File: config.mk
export PLATFORM = sky130hd
export DESIGN_NAME = tkw_div_cell
export DESIGN_NICKNAME = d
export VERILOG_FILES = /design/src/tkw_pkg.sv /design/src/tkw_div_cell.sv
export SDC_FILE = /design/constraint.sdc
export NUM_CORES = 1
export LEC_CHECK = 0
export ABC_AREA = 1
export BUFFER_PORTS_ARGS = -buffer_cell sky130_fd_sc_hd__buf_4
export CAP_MARGIN = 20
export CORE_UTILIZATION = 40
export DETAILED_ROUTE_END_ITERATION = 8
export GPL_TIMING_DRIVEN = 0
export MAX_ROUTING_LAYER = met4
export PLACE_DENSITY = 0.74
export SYNTH_ARGS = -nofsm -noshare
export SYNTH_HDL_FRONTEND = slang
export SYNTH_SLANG_ARGS = --single-unit
File: constraint.sdc
create_clock -name clk -period 1.46 [get_ports clk]
set_input_delay 0.146 -clock clk [delete_from_list [all_inputs] [get_ports clk]]
set_output_delay 0.146 -clock clk [all_outputs]
set_load 0.02 [all_outputs]
File: src/tkw_pkg.sv
package tkw_pkg;

  localparam int FRAC_BITS = 16;
  localparam int FIELD_W   = FRAC_BITS + 1;
  localparam int Q_BITS    = 30;                 // internal fraction precision
  localparam int V_W       = FRAC_BITS + 2;      // reduced cosine argument
  localparam int DIV_W     = V_W + Q_BITS;       // dividend bits = divider cells
  localparam int COS_W     = 32;
  localparam int RECIP_W   = 34;

  localparam int RECIP_TERMS = 5;
  localparam int COS_TERMS   = RECIP_TERMS + 1;  // last term halves

  // front + divider row + fold + angle + square + series terms + output
  localparam int PIPE_DEPTH = 1 + DIV_W + 1 + 2 + 2 * COS_TERMS + 1;

  localparam logic [FIELD_W-1:0] ONE_VAL  = {1'b1, {FRAC_BITS{1'b0}}};
  localparam logic [FIELD_W-1:0] HALF_VAL = ONE_VAL >> 1;

  localparam logic [COS_W-1:0] Q30_ONE  = COS_W'(64'd1 << Q_BITS);
  localparam logic [COS_W-1:0] Q30_HALF = COS_W'(64'd1 << (Q_BITS - 1));
  localparam logic [COS_W-1:0] PI_Q30   = 32'd3373259426;

  localparam logic [COS_W-1:0] RND_BIAS  = COS_W'(64'd1 << (Q_BITS - 1 - FRAC_BITS));
  localparam int               RND_SHIFT = Q_BITS - FRAC_BITS;

  // floor(p / d) = (p * ceil(2^s / d)) >> s, exact for p < 2^32
  localparam logic [RECIP_W-1:0] RECIP [RECIP_TERMS] = '{
    RECIP_W'(((68'd1 << 40) + 68'd131) / 68'd132),
    RECIP_W'(((68'd1 << 39) + 68'd89) / 68'd90),
    RECIP_W'(((68'd1 << 38) + 68'd55) / 68'd56),
    RECIP_W'(((68'd1 << 37) + 68'd29) / 68'd30),
    RECIP_W'(((68'd1 << 36) + 68'd11) / 68'd12)
  };
  localparam int RECIP_SHIFT [RECIP_TERMS] = '{40, 39, 38, 37, 36};

  typedef struct packed {
    logic                 valid;
    logic                 flat;
    logic [FRAC_BITS-1:0] rem;
    logic [DIV_W-1:0]     work;
  } div_cell_t;

  typedef struct packed {
    logic             valid;
    logic             flat;
    logic             mirror;
    logic [COS_W-1:0] w;
    logic [COS_W-1:0] val;
  } cos_stage_t;

endpackage

File: src/tkw_div_cell.sv
// One restoring division step: shift in a dividend bit, trial subtract.
module tkw_div_cell import tkw_pkg::*; (
  input  logic               clk,
  input  logic               rst,
  input  logic [FIELD_W-1:0] alpha,
  input  div_cell_t          din,
  output div_cell_t          dout
);

  logic [FIELD_W-1:0] trial;
  logic [FIELD_W-1:0] diff;
  logic               ge;
  div_cell_t          cell_next;

  always_comb begin
    trial = {din.rem, din.work[DIV_W-1]};
    diff  = trial - alpha;
    ge    = (trial >= alpha);
    cell_next       = din;
    cell_next.valid = din.valid && !rst;
    cell_next.rem   = FRAC_BITS'(ge ? diff : trial);
    cell_next.work  = {din.work[DIV_W-2:0], ge};
  end

  always_ff @(posedge clk) begin
    dout <= cell_next;
  end

endmodule

==> run_results.csv <==
group,metric,value,unit
run_status,status,"complete, but fails checks",
run_status,failed_checks,"design-rule violations",
floorplan,core,6460,sq um
worst_setup_path,crit_path_end_kind,"register",
global_routing,grt_pass1_wl,14200,microns
synth,synth_cell_types,27,
route,first_iter_violations,92,
synth,synth_common_cells,"103 x nand2_1, 66 x dfxtp_1, 60 x inv_1",
synth,synth-main-ff-cell,"dfxtp_1",
finish,regMostFlops,"dout",
finish,utilization,74.2,%
power,vdd_ir_drop_max,0.480,mV
worst_setup_path,critPathLaunch,"alpha[2]",
route,wl_per_cell,15.2,microns
finish,largest_register_ffs,66,
finish,nets,653,
sta,setup-tns-final,0,ns
route,vias_per_cell,4.62,
worst_setup_path,crit_fanout,11,
cts,clock-sinks,66,
sta,fmax,723,MHz
route,drc,15,
global_routing,gr-total-overflow,0,
placed_design,place_ws,-0.307,ns
cts,clk_path_buf_depth,2,
finish,fill_cells,458,
synth,ys_ff_latch,66,
synth,seq_area_frac_synth,48.7,%
worst_setup_path,arrival,1.62,ns
cts,cts.htree.levels,3,
sta,tightestPinTransition,0.318,ns
floorplan,initial_core_util,42.0,%
synth,synth_warnings,0,
synth,syn_area,2710,sq um
sta,final-setup-viol-count,0,
sta,hold_ws,0.0435,ns
sta,finalMaxSlewViolations,0,
worst_setup_path,cp-start-kind,"input port",
global_routing,grt_pass1_vias,2881,
placed_design,gp_congestion,0.835,
cts,path_clk_slew,0.08,ns
sta,finalCritPeriodShare,94.7,%
sta,layout_min_cycle_time,1.38,ns
cts,cts_tree,"done",
synth,synth_edf_count,0,
power,leakagePower,2.56,nW
sta,fin_ws,0.0775,ns
worst_hold_path,hold_class,"input port to register",
synth,syn_nets,437,
finish,final_cells,632,
synth,syn_area_per_cell,8.12,sq um
synth,synthTopCellsByArea,"dfxtp_1 49%, nand2_1 14%, inv_1 8.3%",
finish,design_area,4790,sq um
placed_design,dp.cells,561,
sta,slew_headroom,78.6,%
route,dr.pass1.iters,7,
floorplan,die_w,84.3,microns
global_routing,track_usage,27.1,%
floorplan,die-area,7110,sq um
synth,netlist_instances,334,
finish,drive_gt1_share,36.8,%
route,routed_wl,9640,microns
worst_hold_path,min_from,"din[62]",
route,vias,2917,
cts,clockRootBuffer,"clkbuf_8",
finish,areaGrowthSynthToFinish,76.8,%
floorplan,row_count,29,
power,powerDensity,1040,nW/um^2
flow_run,maxCapViolCount,0,
power,finalPower,4.96,mW
cts,cts_made_buffers,9,
placed_design,dp_hpwl,5960,microns
synth,synth_most_common_cell,"nand2_1",
worst_setup_path,worst-setup-path-type,"input port to register",
finish,num_antenna_cells,0,
placed_design,dpl_cell_area,3990,sq um
finish,reg_top3,"dout (66)",
synth,yosys.area.top_type,"dfxtp_1",
global_routing,antenna_found_initial,0,
synth,ys_async_sr_fraction,0,%
floorplan,fp.dieH,84.3,microns
floorplan,ioPinCount,151,
global_routing,grt_max_degree,12,
worst_hold_path,min_path_cells,3,
synth,synth_top_area_share,48.7,%
placed_design,portBuffers,150,
sta,finalHoldViolCount,0,
route,ant_nets,0,
worst_hold_path,holdPathEnd,"dout[63]$_DFF_P_",
worst_setup_path,cp.required,1.70,ns
## layout make-up
cell class / instances / area, sq um / share of cell area (%)
Timing Repair Buffer: 205 / 1680 / 35.1
Sequential cell: 66 / 1320 / 27.6
Multi-Input combinational cell: 204 / 1240 / 25.9
Inverter: 61 / 229 / 4.78
Clock buffer: 12 / 135 / 2.82
Tap cell: 77 / 96.3 / 2.01
Clock inverter: 4 / 52.6 / 1.10
Buffer: 3 / 33.8 / 0.705
## worst max-delay path by stage
stage / endpoint / slack (ns) / depth (start not counted)
6_report: dout[52]$_DFF_P_ / 0.08 / 14
5_1_grt: dout[52]$_DFF_P_ / -0.02 / 14
4_1_cts: dout[60]$_DFF_P_ / 0.06 / 9
3_5_place_dp: dout[60]$_DFF_P_ / -0.31 / 9
3_3_place_gp: dout[60]$_DFF_P_ / -0.32 / 9
2_1_floorplan: dout[52]$_DFF_P_ / 0.002 / 13
## worst max-delay path, stage by stage
cell       delay [ns]
buf_4            0.11
inv_1            0.05
ha_2             0.31
nand2_1          0.07
nand2_1          0.07
nand2_1          0.08
nand2_1          0.08
nand2_2          0.09
nand3_2          0.10
nand2_4          0.13
nand2_8          0.10
clkbuf_16        0.18
nand2_1          0.06
nand2_1          0.05
## where the power goes
group          total, mW  internal (mW)  switching (mW)
Combinational       1.42          0.688           0.737
Clock               1.53          0.795           0.735
Sequential          2.01           1.96          0.0496
Total               4.96           3.44            1.52
## routing by layer
layer	share of wire, %	track usage [%]	vias up
li1	-	-	1459
met1	40	29.1	1331
met2	51	48.8	112
met3	7.2	6.29	15
met4	1.7	9.55	0
met5	0	-	-
## cell families after synthesis
group           share of synthesized area (%)
xor+xnor                                 1.94
compound gates                           2.81
fa+ha+maj                                8.58
simple gates                             28.4
buf+inv                                  9.55
flops                                    48.7
## placed cells by master, fill, tap and decap left out, types with 2 or more instances in the layout
cell / synthesis / routed
ha_4: 0 / 7
nand2_1: 103 / 100
nand2_2: 2 / 5
dfxtp_1: 66 / 66
nor2_1: 10 / 9
nor2_2: 4 / 5
a21oi_1: 9 / 8
nor3_1: 2 / 2
dlygate4sd3_1: 0 / 50
buf_4: 2 / 155
clkinv_4: 0 / 2
clkbuf_1: 0 / 3
nand3b_1: 3 / 3
ha_1: 17 / 8
inv_1: 60 / 60
nand3_1: 27 / 27
clkbuf_8: 0 / 9
ha_2: 0 / 2
xor2_1: 5 / 5
nand3_2: 5 / 5
nand4_1: 5 / 5
o21ai_0: 3 / 3
## what timing repair did
item,in CTS,in global routing
resized for setup,0,12
setup endpoints to repair,0,13
hold endpoints to repair,49,0
hold buffers,50,0
buffers inserted,0,4
Power figures use the tool's default switching activity.
